[config.mk]
export PLATFORM = sky130hd
export DESIGN_NAME = lik_counts
export DESIGN_NICKNAME = d
export VERILOG_FILES = /design/src/hdl/lik_pkg.sv /design/src/hdl/lik_counts.sv
export SDC_FILE = /design/constraint.sdc
export NUM_CORES = 2
export LEC_CHECK = 0
export ABC_AREA = 0
export BUFFER_PORTS_ARGS = -buffer_cell sky130_fd_sc_hd__clkbuf_2
export CAP_MARGIN = 40
export CORE_MARGIN = 10
export CORE_UTILIZATION = 30
export DETAILED_ROUTE_END_ITERATION = 16
export SLEW_MARGIN = 5
export SYNTH_ARGS = -nofsm -noshare
export SYNTH_HDL_FRONTEND = slang
export SYNTH_SLANG_ARGS = --single-unit
[constraint.sdc]
create_clock -name clk -period 30.3 [get_ports clk]
set_clock_uncertainty 0.1 [all_clocks]
set_input_delay 4.545 -clock clk [delete_from_list [all_inputs] [get_ports clk]]
set_output_delay 4.545 -clock clk [all_outputs]
set_load 0.01 [all_outputs]
[src/hdl/lik_pkg.sv]
// shared constants, types and tables for the leg inverse kinematics pipeline
`timescale 1ns / 1ps
`default_nettype none
package lik_pkg;

  // angles are Q24 radians
  localparam int ANG_W = 28;
  // cordic datapath width
  localparam int CW = 36;
  // count result width before it is cut to each field
  localparam int CNT_W = 12;
  localparam int SCALE_W = 32;
  localparam int COUNT_SHIFT = 48;
  localparam logic [SCALE_W-1:0] COUNT_SCALE = 32'd3281113323;

  localparam logic signed [ANG_W-1:0] ANG_PI = 28'sd52707179;
  localparam logic signed [ANG_W-1:0] ANG_HALF_PI = 28'sd26353589;
  localparam logic signed [ANG_W-1:0] ANG_157 = 28'sd26340229;

  localparam logic signed [ANG_W-1:0] ATAN_TAB [24] = '{
    28'sd13176795, 28'sd7778716, 28'sd4110060, 28'sd2086331,
    28'sd1047214, 28'sd524117, 28'sd262123, 28'sd131069,
    28'sd65536, 28'sd32768, 28'sd16384, 28'sd8192,
    28'sd4096, 28'sd2048, 28'sd1024, 28'sd512,
    28'sd256, 28'sd128, 28'sd64, 28'sd32,
    28'sd16, 28'sd8, 28'sd4, 28'sd2
  };

  typedef logic [1:0] cfg_idx_t;
  localparam cfg_idx_t REG_COXA = 2'd0;
  localparam cfg_idx_t REG_FEMUR = 2'd1;
  localparam cfg_idx_t REG_TIBIA = 2'd2;

  // outcome of the law-of-cosines range check
  typedef enum logic [1:0] {
    LC_NORM = 2'd0,
    LC_ZERO = 2'd1,
    LC_PI   = 2'd2
  } lc_kind_t;

endpackage
`default_nettype wire

[src/hdl/lik_counts.sv]
// angle to servo count conversion, scale multiply then truncate toward zero
`timescale 1ns / 1ps
`default_nettype none
module lik_counts (
  input  wire logic                              clk,
  input  wire logic                              en,
  input  wire logic [2:0][lik_pkg::ANG_W-1:0]    ang,
  input  wire logic                              flag_in,
  output logic      [2:0][lik_pkg::CNT_W-1:0]    cnt,
  output logic                                   flag_out
);
  import lik_pkg::*;

  localparam int PW = ANG_W + SCALE_W;

  logic [PW-1:0] prod [3];
  logic          neg  [3];
  logic          flag_q;

  for (genvar i = 0; i < 3; i++) begin : g_ch
    logic [ANG_W-1:0] mag;
    logic [CNT_W-1:0] c;

    assign mag = ang[i][ANG_W-1] ? (~ang[i] + 1'b1) : ang[i];
    assign c   = prod[i][COUNT_SHIFT +: CNT_W];

    always_ff @(posedge clk) begin
      if (en) begin
        neg[i]  <= ang[i][ANG_W-1];
        prod[i] <= PW'(mag) * PW'(COUNT_SCALE);
        cnt[i]  <= neg[i] ? (~c + 1'b1) : c;
      end
    end
  end

  always_ff @(posedge clk) begin
    if (en) begin
      flag_q   <= flag_in;
      flag_out <= flag_q;
    end
  end
endmodule
`default_nettype wire

# ---- After elaboration in Yosys (flattened, before gate mapping)
# Memories as Yosys holds them, arrays and structs flattened.
# Cells that the tools add are included.
dict set report word_totals {
  latchBits 0
  mem_bits_ro 0
  out_inout_bits 37
  ram_bits 183
  in_bits 87
  n_memories 2
  regBits 38
}
# memory words width rd rd_clocked_by_memory_dff wr line
set mem_list {}
lappend mem_list {prod 3 60 3 0 3 lik_counts.sv:16} ;# logic [PW-1:0] prod [3];
lappend mem_list {neg 3 1 3 0 3 lik_counts.sv:17} ;# logic neg [3];
dict set report classes {
  n_reduce_logical 0
  div_mod_pow 0
  magnitude_cmp 0
  n_addsub 6
  n_mul 3
  bitwise 6
  shifts 0
  mux 8
  n_eq_ne 0
}
# operator n
set ops {}
lappend ops {{$mul 28x32->60 const B} 3}
lappend ops {{$add 28x1->28 const B} 3}
lappend ops {{$mux 28} 3}
lappend ops {{$not 28->28} 3}
lappend ops {{$add 12x1->12 const B} 3}
lappend ops {{$mux 12} 3}
lappend ops {{$not 12->12} 3}
lappend ops {{$mux 1} 2}

# ---- Depth between registers and ports, before layout
dict set report depth {
  ltp_word 4
  mapped_depth 33
  mapped_depth_nobuf 32
}

# ---- Worst setup path before layout
# OpenSTA, ideal clock, no wires.
dict set report synth_path {
  path_kind {input -> register}
  from {input ang[59] in the netlist's numbering}
  to {memory prod[0][172] in the netlist's numbering (data pin)}
  cell_stages 30
  setup_ns 0.195
  t_required_ns 30.005
  arrival_ns 12.472
  n_path_buf 1
  path_slack_ns 17.533
  cell_sequence {or4_1 > or4_4 > or4_4 > or3_1 > buf_6 > o21ai_0 > xnor2_1 > inv_1 > fa_1 > inv_1 > fa_1 > inv_1 > fa_1 > inv_1 > fa_1 > fa_1 > fa_1 > inv_1 > fa_1 > inv_1 > ha_1 > nand4_1 > nor4_1 > nand3_1 > a211oi_1 > nor3_1 > a21oi_1 > nor2_1 > o21a_1 > o311ai_0}
}
# item line
set synth_rtl {}
lappend synth_rtl {{start, declared} lik_counts.sv:7} ;# input wire logic [2:0][lik_pkg::ANG_W-1:0] ang,
lappend synth_rtl {{end, declared} lik_counts.sv:16}

==> summary.md <==
| Metric | Value |
|---|---|
| Status | `finished, final reports clean` |
| Initial detailed-routing violation count | `between 1500 and 2000` |
| GRT met3 Usage | `under 10%` |
| Maximum clock rate | `about 0.070 GHz` |
| Setup bufs post-CTS | `0` |
| Wirelength per Cell | `roughly 19 µm` |
| Clock Path Buffers | `2` |
| Post-detail-place hpwl | `about 110000 µm` |
| CP Data Required Time | `~30 ns` |
| GR peak layer | `met2` |
| Met2 GRT Util | `between 20% and 30%` |
| Crit. Startpoint | `ang[56]` |
| Design area | `a little under 50000 µm²` |
| Avg Cell Area, Syn | `10.0 µm²` |
| TNS Setup | `0 ns` |
| Root buffer cell | `clkbuf_16` |
| Final Setup Violations | `0` |
| Critical path class | `in2reg` |
| Io pins | `approximately 120` |
| Die Area | `between 150000 and 200000 µm²` |
| Synthesized Nets | `between 6000 and 7000` |
| Top cell type's share of synthesized area | `40.7%` |
| Yosys top cell by area | `fa_1` |
| Hold Path Origin | `flag_q` |
| Clock-pin slew on the worst setup and hold paths | `approximately 0.090 ns` |
| Final Max Tran Viols | `0` |
| CTS tree | `built` |
| Critical path capture point type | `register` |
| CP max-delay cell | `inv_1` |
| Cts bufs inserted | `9` |
| Port-buffer cells | `approximately 120` |
| Slew Limit Headroom | `around 40%` |
| Synth Warn # | `0` |
| Yosys reg bits | `a little under 80` |
| Final GP Congestion | `about 0.97` |
| Period utilization | `46.9%` |
| Post-synth EDFFs | `77` |
| # rows | `approximately 140` |
| Maximum capacitance violations | `0` |
| Vias in the first global route | `32518` |
| GR Layer Usage met1 | `20.2%` |
| First-pass GRT wire length | `~190000 µm` |
| Nets@finish | `between 6000 and 7000` |
| Commonest non-fill, non-tap cell in the layout | `inv_1` |
| Seq/Total Area, Yosys | `about 5.2%` |
| Fill count | `~15000` |
| CP max FO | `10` |
| DR vias/cell | `roughly 4.5` |
| Worst endpoint data arrival time | `around 14 ns` |
| Antenna violations before repair | `1` |
| Most frequent cells in the layout | `inv_1 (1635), ha_1 (1007), fa_1 (907)` |
| Clk Latency, worst-skew pair | `approximately 0.37 ns` |
| Leading post-synthesis cells by cell area | `fa_1 (41%), ha_1 (28%), inv_1 (14%), edfxtp_1 (5.2%), xnor2_1 (2.3%)` |
| Worst reg2reg path startpoint | `prod[0][170]` |
| Hold buffers post-CTS | `0` |
| Share of cells above drive strength 1 | `between 4 and 5%` |
| Drt total wl | `121000 µm` |
| RSZ-0062 raised after global routing | `no` |
| Unique masters post-synth | `between 70 and 80` |
| Placed cell areas | `47800 µm²` |
| Clock sink count | `77` |
| Final hold violations | `0` |
| Final min period | `around 14 ns` |
| Ant diodes | `0` |
| Core area | `between 100000 and 150000 µm²` |
| CP startpoint kind | `primary input` |
| Min-Delay Path Class | `reg2reg` |
| H-tree Lvls | `3` |
| Area Overhead vs Synth | `8.00%` |
| Die width | `405 µm` |
| DRC viols | `0` |
| CP peak stage delay | `between 0.6 and 0.7 ns` |
| Slew @ Worst Pin | `slightly below 0.9 ns` |
| Via total after detailed routing | `~30000` |
| Synth Flop Type | `edfxtp_1` |
| Synthesized instance count | `about 4400` |
| Async SR Flop Fraction | `0%` |
| Total GRT Usage | `15.2%` |
| Final ANT Viol Nets | `0` |
| Die Span Y | `between 400 and 500 µm` |
| GR Overflow Total | `0` |
| Largest net degree at the start of global routing | `53` |
| CTS resizes | `0` |
| Starting Density | `30.2%` |
| Synth Cell Area | `44600 µm²` |
| Drt first pass iters | `5` |
| Final core utilization | `between 30% and 40%` |
[critical path, delay by kind of cell]
kind / cells / cell delay [ns]
compound gates: 7 / 1.47
fa+ha+maj: 9 / 3.95
xor+xnor: 2 / 0.48
simple gates: 6 / 2.43
buf+inv: 7 / 1.37
[synth_stat cells, types with 30 or more instances]
cell / number
edfxtp_1: 77
fa_1: 907
o21ai_0: 59
nand2_1: 78
nor2_1: 55
xor2_1: 52
o31ai_1: 30
ha_1: 1007
inv_1: 1635
a21o_1: 39
xnor2_1: 116
a21oi_1: 89
[final timing paths]
kind	endpoint	slack (ns)	cells after the start
max	prod[0][174]	16.08	31
max reg2reg	cnt[33]	28.34	5
min reg2reg	flag_out	0.34	0
min	flag_out	0.34	0
[per-stage QoR]
stage          hold slack, ns  cells  setup slack, ns
2_1_floorplan           0.300   4443            17.53
3_3_place_gp            0.304   6511            15.56
3_5_place_dp            0.311   6519            15.64
4_1_cts                 0.347   6535            16.03
5_1_grt                 0.353   6536            15.42
6_report                0.342   6536            16.08
[sequential cells by signal, summed over array words and instances (netlist names)]
register	count
flag_q	1
flag_out	1
prod	36
cnt	36
neg	3
[layout make-up]
| cell class | count | area [µm²] | share of cell area (%) |
|---|---|---|---|
| multi-input cells | 2711 | 36000 | 74.9 |
| flip-flops and latches | 77 | 2310 | 4.80 |
| clock inverters | 6 | 71.3 | 0.148 |
| repair buffers | 165 | 927 | 1.93 |
| inverters | 1637 | 6140 | 12.8 |
| well taps | 1930 | 2410 | 5.02 |
| clock buffers | 10 | 229 | 0.476 |
[cells by family after synthesis]
group | after synthesis | share of synthesized area, %
multiplexers | 3 | 0.0702
flip-flops | 77 | 5.19
buffers and inverters | 1655 | 14.0
adder cells (fa/ha/maj) | 1914 | 69.0
AO/OA/AOI/OAI | 303 | 4.52
AND/OR/NAND/NOR | 321 | 3.86
XOR/XNOR | 170 | 3.40
[metal layers]
metal / share of wire (%) / up-vias
li1: - / 13726
met1: 45 / 14690
met2: 48 / 595
met3: 4.6 / 132
met4: 2.3 / 0
met5: 0 / -
Power is not shown: default switching activity piles up to over one toggle a cycle in this logic, so the estimate is an artifact.
