`src/hdl/lik_isqrt.sv`:
```
// pipelined integer square root, one root bit per stage, with sideband
`timescale 1ns / 1ps
`default_nettype none
module lik_isqrt #(
  parameter int IW = 24,
  parameter int SW = 8
) (
  input  wire logic                  clk,
  input  wire logic                  en,
  input  wire logic [IW-1:0]         val,
  input  wire logic [SW-1:0]         side_in,
  output logic      [(IW+1)/2-1:0]   root,
  output logic                       rem_nz,
  output logic      [SW-1:0]         side_out
);
  localparam int RW = (IW + 1) / 2;
  localparam int VW = 2 * RW;

  logic [RW:0]   rem_q  [RW];
  logic [RW-1:0] root_q [RW];
  logic [VW-1:0] val_q  [RW];
  logic [SW-1:0] side_q [RW];

  for (genvar k = 0; k < RW; k++) begin : g_st
    logic [RW:0]   rem_i;
    logic [RW-1:0] root_i;
    logic [VW-1:0] val_i;
    logic [SW-1:0] side_i;
    logic [RW+2:0] cand;
    logic [RW+2:0] trial;
    logic [RW+2:0] diff;
    logic          ge;

    if (k == 0) begin : g_first
      assign rem_i  = '0;
      assign root_i = '0;
      assign val_i  = VW'(val);
      assign side_i = side_in;
    end else begin : g_next
      assign rem_i  = rem_q[k-1];
      assign root_i = root_q[k-1];
      assign val_i  = val_q[k-1];
      assign side_i = side_q[k-1];
    end

    always_comb begin
      cand  = {rem_i, val_i[VW-1 -: 2]};
      trial = {1'b0, root_i, 2'b01};
      ge    = (cand >= trial);
      diff  = cand - trial;
    end

    always_ff @(posedge clk) begin
      if (en) begin
        rem_q[k]  <= ge ? diff[RW:0] : cand[RW:0];
        root_q[k] <= {root_i[RW-2:0], ge};
        val_q[k]  <= {val_i[VW-3:0], 2'b00};
        side_q[k] <= side_i;
      end
    end
  end

  assign root     = root_q[RW-1];
  assign rem_nz   = |rem_q[RW-1];
  assign side_out = side_q[RW-1];
endmodule
`default_nettype wire

```
`config.mk`:
```
export PLATFORM = sky130hd
export DESIGN_NAME = lik_isqrt
export DESIGN_NICKNAME = d
export VERILOG_FILES = /design/src/hdl/lik_isqrt.sv
export SDC_FILE = /design/constraint.sdc
export NUM_CORES = 1
export LEC_CHECK = 0
export BUFFER_PORTS_ARGS = -buffer_cell sky130_fd_sc_hd__buf_2
export CAP_MARGIN = 5
export CORE_ASPECT_RATIO = 1.75
export CORE_MARGIN = 5
export CORE_UTILIZATION = 30
export DETAILED_ROUTE_END_ITERATION = 7
export GPL_TIMING_DRIVEN = 0
export PLACE_DENSITY = 0.43
export SLEW_MARGIN = 20
export SYNTH_ARGS = -nofsm -noshare
export SYNTH_HDL_FRONTEND = slang
export SYNTH_SLANG_ARGS = --single-unit
export TNS_END_PERCENT = 5
```
`constraint.sdc`:
```
create_clock -name clk -period 2.8 [get_ports clk]
set_clock_uncertainty 0.1 [all_clocks]
set_input_delay 0.42 -clock clk [delete_from_list [all_inputs] [get_ports clk]]
set_output_delay 0.42 -clock clk [all_outputs]
set_load 0.05 [all_outputs]
```
# After elaboration in Yosys (flattened, before gate mapping)
# Memories as Yosys holds them, arrays and structs flattened.
# Cells that the tools add are included.
[classes]
add_sub_neg = 12
order_cmp = 12
mux = 14
reduce_logical = 1
[ops]
columns = ["cell", "count"]
rows = [
  ["$ge 15x14->1", 11],
  ["$mux 13", 12],
  ["$sub 13x13->13", 11],
  ["$reduce_or 13->1", 1],
  ["$sub 2x1->3 const B", 1],
  ["$ge 2x1->1 const B", 1],
  ["$mux 1", 2],
]
[totals]
ff_bits = 0
ram_bits = 660
input_bits = 34
elab_cells = 43
memories = 4
[memory_table]
columns = ["name", "depth", "word_bits", "rd", "rd_clocked_by_memory_dff", "wr", "line", "rtl"]
rows = [
  ["val_q", 12, 22, 11, 0, 12, "21", "logic [VW-1:0] val_q [RW];"],
  ["rem_q", 12, 13, 12, 0, 12, "19", "logic [RW:0] rem_q [RW];"],
  ["root_q", 12, 12, 12, 0, 12, "20", "logic [RW-1:0] root_q [RW];"],
  ["side_q", 12, 8, 12, 0, 12, "22", "logic [SW-1:0] side_q [RW];"],
]

# Depth between registers and ports, before layout
# Gate-level depths: netlist of run 1.
# An unclocked memory read counts as a cell.
[depth]
ltp_word = 3
mapped_depth = 11
mapped_depth_nobuf = 10

# Worst setup path before layout of run 1
# Ideal clock, no wire load.
[synth_path]
path_type = "flip-flop to flip-flop"
start = "mem rem_q[1][13] (netlist name)"
end = "mem rem_q[2][11] (netlist name), data pin"
setup_ns = 0.258
t_arrival_ns = 2.597
required_time_ns = 2.442
path_slack_ns = -0.155
path_stages_with_launch = 8
n_path_buf = 0
synth_period_minus_slack_ns = 2.955
cell_sequence = "edfxtp_1 > ha_1 > o21a_1 > or4_4 > a311o_1 > or3b_1 > or4_4 > xnor2_2"
[synth_rtl]
columns = ["element", "line"]
rows = [
  ["start, declared", "19"],
]

==> Flow_metrics.wiki, run 1 <==
{| class="wikitable"
! Metric !! Value
|-
| GRT Total Usage || 10.62%
|-
| Most instantiated library cell after synthesis || edfxtp_1
|-
| First-pass GRT wire length || 57910 um
|-
| Post-Place Cell Area || 0.02064 mm2
|-
| Setup repair after global routing missed its margin || yes
|-
| Reg2Reg Launch Point || rem_q[1][15]
|-
| Count of synthesis-stage warnings from yosys || 0
|-
| Number of buffers added by the clock tree synthesis step || 46
|-
| Routed via count || 10730
|-
| Worst min path class || primary input to flop
|-
| Violations in the final reports || negative setup slack
|-
| Power density relative to cell area || 755.4 mW/mm2
|-
| Syn Inst Count || 1331
|-
| WHS Endpoint || val_q[0][17]
|-
| Max-Cap Viols || 0
|-
| Lkg Pwr || 8.499 nW
|-
| Post-detailed-route via-to-cell ratio || 4.623
|-
| Count of H-tree levels built during CTS || 2
|-
| Clock slew at reported path FFs || 0.06 ns
|-
| Hold depth || 1
|-
| Final routed wirelength across all metal layers || 37450 um
|-
| Data required time at the worst endpoint || 3.04 ns
|-
| Slack of the critical path || -0.1941 ns
|-
| Antenna viol nets, final || 0
|-
| Largest net degree at the start of global routing || 98
|-
| Result of the run || finished with violations
|-
| Initial core utilization || 30.32%
|-
| Category of the worst setup path capture point || flop
|-
| Synthesized area per cell || 14.43 um2
|-
| Number of sinks driven by the clock tree || 449
|-
| DRC violation total after the first TritonRoute iteration || 319
|-
| Hold Path Origin || en
|-
| Share of the yosys chip area belonging to registers || 70.20%
|-
| Count of unresolved DRC violations after routing || 0
|-
| Share of flip-flops with an asynchronous set or reset after synthesis || 0%
|-
| Top_reg_cell synth || edfxtp_1
|-
| Half-perimeter wire length of the detailed placement result || 26230 um
|-
| Synthesized netlist net count || 1455
|-
| Reg-to-reg endpoint || rem_q[2][11]
|-
| Post-route cell area || 0.02286 mm2
|-
| Critical path launch point type || flop
|-
| Setup Crit Path Kind || flop to flop
|-
| Post-synth EDFFs || 449
|-
| Number of flip-flops and latches in the synthesized netlist || 449
|-
| Arr. time, crit path || 3.24 ns
|-
| Timing-limited maximum frequency || 334.0 MHz
|-
| Post-synthesis to final-layout area growth || 19.04%
|-
| Initial antenna violation count || 0
|-
| Relative max-transition margin || 56.73%
|-
| Post-route non-filler standard cell count || 2321
|-
| Number of I/O port buffers || 54
|-
| Cells taking the most area after synthesis || edfxtp_1 (70%), ha_1 (5.9%), xnor2_1 (2.4%)
|-
| Actual slew at the worst max-slew pin || 0.6407 ns
|-
| Endpoints failing hold || 0
|-
| Top-level I/O count || 55
|-
| TritonCTS clock tree || built
|-
| Post-synthesis instance area || 0.01921 mm2
|-
| Die Footprint || 0.06938 mm2
|-
| Number of unique standard cell types used by synthesis || 57
|-
| Cell type contributing the most total cell area after synthesis || edfxtp_1
|-
| Wire per inst || 16.13 um
|-
| Number of pins exceeding their max-slew limit in the final report || 0
|-
| Peak supply drop || 766.1 uV
|-
| Number of setup violations in the final report || 1
|-
| Routability Congestion || 0.8650
|-
| Die span in y || 344.7 um
|-
| Number of global-route vias before repair || 11463
|-
| Number of detailed-route iterations in the first pass || 6
|-
| Commonest cells in the synthesized netlist || edfxtp_1 (449), inv_1 (113), nor2_1 (102), ha_1 (90), a21oi_1 (81)
|-
| Maximum number of buffers from clock root to sink || 3
|-
| Fraction of final layout cells with drive strength greater than 1 || 14.32%
|-
| Share of the synthesized area in the top cell type || 70.20%
|-
| Die extent in x || 201.3 um
|-
| Cell chosen for the clock root || clkbuf_16
|-
| Remaining global-route overflow || 0
|-
| Minimum setup slack among reg-to-reg paths || -0.19 ns
|-
| Crit share post-route || 106.9%
|-
| Latest clock arrival within the worst-skew pair || 0.59 ns
|-
| Site row count || 122
|-
| Placeable core area || 0.06335 mm2
|-
| Placed Cells || 2196
|-
| Critical path fanouts, max || 4
|-
| Number of diodes added for antenna fixing || 0
|-
| Depth of the worst register-to-register path || 6
|-
| Total number of nets in the final design || 1607
|-
| Shortest period the worst path allows || 2.994 ns
|}
## where the power goes
group	total [mW]	switching, mW	internal, mW
clock	6.23	2.57	3.66
combinational	2.45	1.39	1.06
sequential	8.59	0.334	8.26
## metal layers
layer	GRT usage, %	vias to the layer above	wire length [um]
met5	0	-	0
met4	7.597	0	2866
met3	2.054	124	1240
met2	22.87	207	22320
met1	7.875	5131	11020
li1	-	5268	-
## what timing repair did
item	in CTS	in global routing
setup buffers	6	7
gates resized for setup	36	34
endpoints found under the setup margin	79	44
pin swaps	4	9
endpoints found under the hold margin	32	0
hold buffers	33	0
## sequential cells by signal, summed over array words and instances (netlist names)
name,flops
rem_q,143
root_q,78
side_q,96
val_q,132
## cells in the final DEF (no fill, tap or decap), types with 18 or more instances in the layout
| master | n |
|---|---|
| inv_1 | 110 |
| nor2_1 | 101 |
| mux2_2 | 24 |
| a21o_1 | 19 |
| edfxtp_1 | 449 |
| xor2_1 | 43 |
| o21ai_0 | 50 |
| nand2_1 | 55 |
| nor3_1 | 27 |
| a21oi_1 | 80 |
| buf_2 | 56 |
| xnor2_1 | 52 |
| clkbuf_16 | 46 |
| ha_1 | 83 |
| nand2b_1 | 18 |
| nand3_1 | 21 |
| dlygate4sd3_1 | 33 |
## worst max path at each step
stage	depth (start not counted)	from	slack [ns]	to
after floorplan	8	root_q[1][12]	-0.06	rem_q[2][11]
after global placement	1	en	-5.72	val_q[6][20]
after detailed placement	11	root_q[3][6]	-0.97	rem_q[3][18]
after CTS	6	rem_q[1][15]	-0.31	rem_q[2][11]
after global routing	8	root_q[1][12]	-0.25	rem_q[2][11]
final	6	rem_q[1][15]	-0.19	rem_q[2][11]
## critical path, stage by stage, from the launching register on
cell	delay, ns
edfxtp_1	0.50
ha_4	0.22
or4_4	0.52
a311o_1	0.42
or3b_4	0.41
or4_4	0.43
xnor2_2	0.14
## through the flow
step / worst slack, ns / setup TNS [ns] / hold WS, ns / power, mW / util, %
3_3_place_gp: -5.724 / -2581.82 / 0.3003 / 11.01 / 32.36
4_1_cts: -0.3113 / -0.7262 / 0.01172 / 17.50 / 35.79
6_report: -0.1941 / -0.1941 / 0.07145 / 17.27 / 36.09
2_1_floorplan: -0.06474 / -0.06474 / 0.3003 / 10.22 / -
5_1_grt: -0.2469 / -0.2732 / 0.03495 / 18.14 / 36.09
3_5_place_dp: -0.9712 / -26.81 / 0.3045 / 10.99 / 32.59
## final cells by class
class | instances | area (um2)
fill | 5976 | 40490
sequential | 449 | 13480
buffer | 14 | 85.08
clock inverter | 29 | 349.1
clock buffer | 51 | 1170
tap | 806 | 1008
inverter | 113 | 424.2
timing repair buffer | 105 | 845.8
multi-input combinational | 754 | 5498
## logic make-up (layout without fill, tap and decap cells)
| kind of cell | count (synthesis) | count (layout) | share of synthesized area [%] |
|---|---|---|---|
| AO/OA/AOI/OAI | 242 | 242 | 7.896 |
| other | 1 | 1 | 0.01953 |
| AND/OR/NAND/NOR | 298 | 298 | 7.538 |
| buffers and inverters | 128 | 312 | 2.502 |
| XOR/XNOR | 96 | 96 | 4.417 |
| multiplexers | 27 | 27 | 1.564 |
| adder cells (fa/ha/maj) | 90 | 90 | 5.863 |
| flip-flops | 449 | 449 | 70.20 |
No activity file was read; power rests on OpenSTA's default activity.
==> inputs of run 2 (changes only) <==
- MAX_ROUTING_LAYER: unset -> met4
==> run 2 against run 1 <==
- the flow still finishes with violations (negative setup slack)
- first-iteration DRC count increased by 8.5%
- via count decreased by 0.56%
- sequential share of layout area increased by 0.24 points
- core utilization decreased by 0.15 points
- largest cell class unchanged
- highest routed layer unchanged
==> Flow_metrics.wiki, run 2 (same netlist as run 1, synthesis figures left out) <==
{| class="wikitable"
! Metric !! Value
|-
| Die span in y || 344.7 um (unchanged)
|-
| Timing-limited maximum frequency || 339.3 MHz (+1.6%)
|-
| Number of I/O port buffers || 54 (unchanged)
|-
| Top cell by count, worst path || or4_4
|-
| Lkg Pwr || 8.481 nW (-0.21%)
|-
| Number of diodes added for antenna fixing || 0 (unchanged)
|-
| Initial core utilization || 30.32% (unchanged)
|-
| Slack of the critical path || -0.1470 ns (+0.04703 ns)
|-
| Actual slew at the worst max-slew pin || 0.6764 ns (+0.03571 ns)
|-
| Clock slew at reported path FFs || 0.06 ns (about the same)
|-
| Largest net degree at the start of global routing || 102 (+4.1%)
|-
| Shortest period the worst path allows || 2.947 ns (-0.04703 ns)
|-
| Result of the run || finished with violations
|-
| Commonest non-fill, non-tap cells in the layout || edfxtp_1 (449), inv_1 (110), nor2_1 (102)
|-
| DRC violation total after the first TritonRoute iteration || 346 (+8.5%)
|-
| Remaining global-route overflow || 0 (unchanged)
|-
| Reg power frac || 50.5% (+0.7 points)
|-
| Hold Path Origin || en
|-
| Count of unresolved DRC violations after routing || 0 (unchanged)
|-
| Post-route cell area || 0.02277 mm2 (-0.41%)
|-
| Number of detailed-route iterations in the first pass || 4 (-2)
|-
| Half-perimeter wire length of the detailed placement result || 26450 um (+0.82%)
|-
| Site row count || 122 (unchanged)
|-
| Setup Crit Path Kind || flop to flop
|-
| Power density relative to cell area || 746.7 mW/mm2 (-1.1%)
|-
| Kind of cell with the highest combined delay on the critical path || simple AND/OR/NAND/NOR gates
|-
| Ordered cell list for the critical path || inv_2, ha_4, o21a_1, or4_4, a311o_1, or3b_4, or4_4, xnor2_2
|-
| Arr. time, crit path || 3.16 ns (-0.08 ns)
|-
| Latest clock arrival within the worst-skew pair || 0.58 ns (about the same)
|-
| Setup repair after global routing missed its margin || yes
|-
| Final routed wirelength across all metal layers || 37460 um (about the same)
|-
| Post-synthesis to final-layout area growth || 18.55%
|-
| Count of fill cells added during filler insertion || 6026 (+0.84%)
|-
| Fraction of final layout cells with drive strength greater than 1 || 14.01% (-0.31 points)
|-
| Routability Congestion || 0.8824 (+2.0%)
|-
| Placeable core area || 0.06335 mm2 (unchanged)
|-
| Data required time at the worst endpoint || 3.01 ns (-0.03 ns)
|-
| Die Footprint || 0.06938 mm2 (unchanged)
|-
| CP Launch Point || root_q[1][12]
|-
| Top-level I/O count || 55 (unchanged)
|-
| TritonCTS clock tree || built
|-
| Number of pins exceeding their max-slew limit in the final report || 0 (unchanged)
|-
| Initial antenna violation count || 0 (unchanged)
|-
| Category of the worst setup path capture point || flop
|-
| Count of H-tree levels built during CTS || 2 (unchanged)
|-
| Most frequent standard cell in the layout excluding fill and tap cells || edfxtp_1
|-
| Critical path fanouts, max || 4 (unchanged)
|-
| Crit path buffers/inverters || 1 (+1)
|-
| Antenna viol nets, final || 0 (unchanged)
|-
| Max-Cap Viols || 0 (unchanged)
|-
| Total number of nets in the final design || 1603 (-0.25%)
|-
| Number of global-route vias before repair || 11407 (-0.49%)
|-
| Logic gate share of total power || 14.4% (+0.2 points)
|-
| Cell chosen for the clock root || clkbuf_16
|-
| Largest registers ranked by flip-flop count || rem_q x143, val_q x132, side_q x96
|-
| Post-detailed-route via-to-cell ratio || 4.601 (-0.47%)
|-
| GRT Total Usage || 10.90% (+0.28 points)
|-
| Slowest stage delay, CP || 0.44 ns (-0.08 ns)
|-
| Number of buffers added by the clock tree synthesis step || 45 (-2.2%)
|-
| Largest reg by FF count || rem_q
|-
| Switching portion of total power || 25.02% (+0.15 points)
|-
| Number of sinks driven by the clock tree || 449 (unchanged)
|-
| Routed via count || 10670 (-0.56%)
|-
| Sum of negative setup slack || -0.1470 ns (+0.04703 ns)
|-
| Number of setup violations in the final report || 1 (unchanged)
|-
| Maximum number of buffers from clock root to sink || 3 (unchanged)
|-
| Internal || 12.75 mW (-1.7%)
|-
| Post-Place Cell Area || 0.02064 mm2 (unchanged)
|-
| Peak supply drop || 478.7 uV (-38%)
|-
| Crit share post-route || 105.3% (-1.7 points)
|-
| Net switching power figure || 4.254 mW (-0.96%)
|-
| Violations in the final reports || negative setup slack
|-
| Die extent in x || 201.3 um (unchanged)
|-
| Clock network power share || 35.1% (-1.0 points)
|-
| First-pass GRT wire length || 57730 um (-0.31%)
|-
| Flip-flop count of the largest register, all copies and words added || 143 (unchanged)
|-
| Endpoints failing hold || 0 (unchanged)
|-
| Critical path launch point type || flop
|-
| Worst min path class || primary input to flop
|-
| Library cell contributing the largest single delay on the critical path || or4_4
|-
| Relative max-transition margin || 54.32% (-2.4 points)
|-
| Wire per inst || 16.15 um (+0.12%)
|-
| Reg2Reg Launch Point || root_q[1][12]
|}
run 2: routing by layer:
layer | routed length, um | vias up | GRT usage, % | part of all wire [%]
li1 | - | 5262 | - | -
met1 | 11170 | 5100 | 8.000 | 30
met2 | 22750 | 187 | 23.09 | 61
met3 | 1075 | 121 | 1.585 | 2.9
met4 | 2462 | 0 | 7.298 | 6.6
met5 | 0 | - | - | 0
run 2: repair_timing:
item                                    in CTS  in global routing
pin swaps                                   11                  5
endpoints found under the setup margin      78                 34
hold buffers                                33                  0
endpoints found under the hold margin       32                  0
resized for setup                           48                 19
setup buffers                               10                  0
gates cloned                                 0                  0
run 2: power groups by stage:
stage / clock network [mW] / registers (mW) / logic, mW
after floorplan: 0 / 8.66 / 1.56
after global placement: 0 / 8.81 / 2.22
after detailed placement: 0 / 8.72 / 2.28
after CTS: 6.27 / 8.59 / 2.45
after global routing: 6.49 / 8.65 / 2.70
final: 5.97 / 8.59 / 2.44
run 2: path summary, 6_finish.rpt:
| check | end | slack (ns) | cells past startpoint |
|---|---|---|---|
| setup / recovery | rem_q[2][11] | -0.15 | 8 |
| hold / removal | val_q[0][18] | 0.17 | 1 |
| setup reg to reg | rem_q[2][11] | -0.15 | 8 |
| hold reg to reg | val_q[5][15] | 0.30 | 0 |
run 2: worst reg2reg max path: cells and delay by family, from the launching register on:
family / cells / cell delay, ns
and+or+nand+nor: 3 / 1.27
AOI/OAI and AO/OA: 2 / 0.49
DFF: 1 / 0.40
adders and majority gates: 1 / 0.22
xor gates and xnor gates: 1 / 0.14
buffers and inverters: 1 / 0.09
run 2: area by class of cell:
cell class / instances / area [um2] / area share [%]
Sequential cell: 449 / 13480 / 59.22
Multi-Input combinational cell: 754 / 5493 / 24.12
Clock buffer: 58 / 1175 / 5.160
Tap cell: 806 / 1008 / 4.429
Timing Repair Buffer: 102 / 823.3 / 3.616
Inverter: 113 / 424.2 / 1.863
Clock inverter: 23 / 274.0 / 1.203
Buffer: 14 / 88.84 / 0.3902
run 2: through the flow:
step	utilization [%]	power [mW]	std cells	worst slack (ns)	hold WS, ns
finish	35.94	17.00	2319	-0.1470	0.1736
floorplan	-	10.22	1331	-0.06474	0.3003
global placement	32.36	11.03	2191	-5.736	0.3004
CTS	35.83	17.31	2319	-0.1848	0.1385
global route	35.94	17.84	2319	-0.2177	0.1659
detailed placement	32.59	11.00	2196	-1.416	0.3045
==> inputs of run 3 (changes only) <==
- CORE_UTILIZATION: 30 -> 56
- PLACE_DENSITY: 0.43 -> 0.73
==> run 3 against run 2 <==
- the flow still finishes with violations (negative setup slack)
- final cell count fell by 16%
- setup slack got worse by 0.090 ns
- core utilization rose by 29 points
- sequential share of layout area rose by 1.8 points
- largest power group unchanged
==> Flow_metrics.wiki, run 3 (same netlist as run 1, synthesis figures left out) <==
{| class="wikitable"
! Metric !! Value
|-
| Setup repair after global routing missed its margin || yes
|-
| Largest registers ranked by flip-flop count || rem_q x143, val_q x132, side_q x96
|-
| Post-route non-filler standard cell count || 1953 (-16%)
|-
| FF+latch area || 0.01348 mm2 (unchanged)
|-
| Top-level I/O count || 55 (unchanged)
|-
| Final routed wirelength across all metal layers || 33790 um (-9.8%)
|-
| Half-perimeter wire length of the detailed placement result || 23440 um (-11%)
|-
| Slowest stage delay, CP || 0.45 ns (about the same)
|-
| Lkg Pwr || 8.326 nW (-1.8%)
|-
| First-pass GRT wire length || 53760 um (-6.9%)
|-
| Largest reg by FF count || rem_q
|-
| Critical path launch point type || flop
|-
| Clock slew at reported path FFs || 0.06 ns (about the same)
|-
| Power density relative to cell area || 737.4 mW/mm2 (-1.3%)
|-
| Cell chosen for the clock root || clkbuf_16
|-
| Routed via count || 10770 (+0.94%)
|-
| Die Footprint || 0.03825 mm2 (-45%)
|-
| Shortest period the worst path allows || 3.037 ns (+0.08951 ns)
|-
| Minimum setup slack among reg-to-reg paths || -0.24 ns (-0.09 ns)
|-
| Post-detailed-route via-to-cell ratio || 5.515 (+20%)
|-
| DRC violation total after the first TritonRoute iteration || 410 (+18%)
|-
| Commonest non-fill, non-tap cells in the layout || edfxtp_1 (449), inv_1 (111), nor2_1 (101)
|-
| Largest net degree at the start of global routing || 109 (+6.9%)
|-
| Timing-limited maximum frequency || 329.3 MHz (-2.9%)
|-
| Worst min path class || primary input to flop
|-
| Number of buffers added by the clock tree synthesis step || 40 (-11%)
|-
| Hold depth || 2 (+1)
|-
| TritonCTS clock tree || built
|-
| Arr. time, crit path || 3.22 ns (+0.06 ns)
|-
| Category of the worst setup path capture point || flop
|-
| Die extent in x || 150.0 um (-25%)
|-
| Depth of the worst register-to-register path || 8 (unchanged)
|-
| Setup Crit Path Kind || flop to flop
|-
| Actual slew at the worst max-slew pin || 0.7040 ns (+0.02755 ns)
|-
| Crit share post-route || 108.4% (+3.2 points)
|-
| Endpoints failing hold || 0 (unchanged)
|-
| Crit. path cell count || 8 (unchanged)
|-
| Count of H-tree levels built during CTS || 2 (unchanged)
|-
| Kind of cell with the highest combined delay on the critical path || simple AND/OR/NAND/NOR gates
|-
| Maximum number of buffers from clock root to sink || 3 (unchanged)
|-
| Relative max-transition margin || 52.46% (-1.9 points)
|-
| Critical path fanouts, max || 4 (unchanged)
|-
| Number of global-route vias before repair || 11285 (-1.1%)
|-
| Latest clock arrival within the worst-skew pair || 0.55 ns (-0.03 ns)
|-
| GRT Total Usage || 18.51% (+7.6 points)
|-
| Number of sinks driven by the clock tree || 449 (unchanged)
|-
| Max-Cap Viols || 0 (unchanged)
|-
| Post-synthesis to final-layout area growth || 14.98%
|-
| Flip-flop count of the largest register, all copies and words added || 143 (unchanged)
|-
| Routability Congestion || 0.8614 (-2.4%)
|-
| Library cell contributing the largest single delay on the critical path || or4_4
|-
| Placed Cells || 1844 (-16%)
|-
| Number of setup violations in the final report || 1 (unchanged)
|-
| Count of fill cells added during filler insertion || 2418 (-60%)
|-
| Total area of multi-input combinational cells || 0.005523 mm2 (+0.55%)
|-
| Number of detailed-route iterations in the first pass || 4 (unchanged)
|-
| Total number of nets in the final design || 1594 (-0.56%)
|-
| Ordered cell list for the critical path || inv_2, ha_4, o21a_1, or4_4, a311o_1, or3b_4, or4_4, xnor2_2
|-
| Site row count || 89 (-27%)
|-
| Wire per inst || 17.30 um (+7.1%)
|-
| Violations in the final reports || negative setup slack
|-
| Placeable core area || 0.03385 mm2 (-47%)
|-
| Count of unresolved DRC violations after routing || 0 (unchanged)
|-
| Result of the run || finished with violations
|-
| Peak supply drop || 590.3 uV (+23%)
|-
| Fraction of final layout cells with drive strength greater than 1 || 13.08% (-0.93 points)
|-
| Remaining global-route overflow || 0 (unchanged)
|-
| Number of pins exceeding their max-slew limit in the final report || 0 (unchanged)
|-
| Number of I/O port buffers || 54 (unchanged)
|-
| Slack of the critical path || -0.2365 ns (-0.08951 ns)
|-
| Smallest hold slack || 0.06759 ns (-0.1060 ns)
|-
| Die span in y || 255.0 um (-26%)
|-
| Most frequent standard cell in the layout excluding fill and tap cells || edfxtp_1
|-
| Number of diodes added for antenna fixing || 0 (unchanged)
|-
| Top cell by count, worst path || or4_4
|-
| Initial antenna violation count || 0 (unchanged)
|-
| Antenna viol nets, final || 0 (unchanged)
|-
| Initial core utilization || 56.73% (+26 points)
|-
| Crit path buffers/inverters || 1 (unchanged)
|-
| Data required time at the worst endpoint || 2.98 ns (-0.03 ns)
|}
run 3: cell count changes in the layout (fill, tap and decap cells not counted), sizes merged:
cell and change:
dlygate4sd3 -3, bufinv -3, inv +1, clkinv -3, buf -1, clkinvlp +3, clkbuf -9
run 3: worst paths after layout:
kind                       from      endpoint
setup / recovery  root_q[1][12]  rem_q[2][11]
hold / removal          val[23]  root_q[0][0]
setup reg to reg  root_q[1][12]  rem_q[2][11]
hold reg to reg    val_q[6][17]  val_q[7][19]
run 3: per-layer routing:
metal	global-route usage [%]	vias up	share of wire, %
met2	37.99	195	61
met1	15.08	5235	31
met3	2.462	103	2.7
met5	-	-	0
li1	-	5237	-
met4	9.971	0	5.6
run 3: power by group:
part	switching (mW)	leakage, nW	internal, mW	total [mW]
Sequential	0.329	4.32	8.26	8.59
Combinational	1.39	3.41	1.06	2.45
Clock	2.36	0.601	2.89	5.25
Total	4.07	8.33	12.2	16.3
run 3: what timing repair did:
item / 4_1_cts / 5_1_grt
pin swaps: 5 / 4
buffers inserted: 5 / 4
endpoints found under the hold margin: 30 / 0
gates resized for setup: 37 / 33
hold buffers: 30 / 0
setup endpoints to repair: 67 / 57
run 3: worst register-to-register path: cells and delay by family (launching register included):
kind	cells	cell delay, ns
buffers and inverters	1	0.09
flip-flops	1	0.41
AND/OR/NAND/NOR	3	1.30
XOR/XNOR	1	0.14
AO/OA/AOI/OAI	2	0.54
adder cells (fa/ha/maj)	1	0.21
run 3: layout make-up:
| type | instances | share of cell area, % |
|---|---|---|
| Clock buffer | 49 | 4.782 |
| Clock inverter | 21 | 0.8385 |
| Inverter | 113 | 1.921 |
| Timing Repair Buffer | 97 | 3.433 |
| Tap cell | 455 | 2.578 |
| Multi-Input combinational cell | 754 | 25.01 |
| Buffer | 15 | 0.3853 |
| Sequential cell | 449 | 61.05 |
run 3: metrics by stage:
stage / TNS [ns] / area, um2 / setup WS, ns / total power [mW] / util, %
3_3_place_gp: -2305.51 / 20060 / -5.128 / 10.90 / 59.25
4_1_cts: -0.2598 / 21930 / -0.2547 / 16.34 / 64.80
5_1_grt: -0.9266 / 22080 / -0.2917 / 17.01 / 65.24
6_report: -0.2365 / 22080 / -0.2365 / 16.28 / 65.24
2_1_floorplan: -0.06474 / 19220 / -0.06474 / 10.22 / -
3_5_place_dp: -18.41 / 20180 / -0.7400 / 10.95 / 59.61
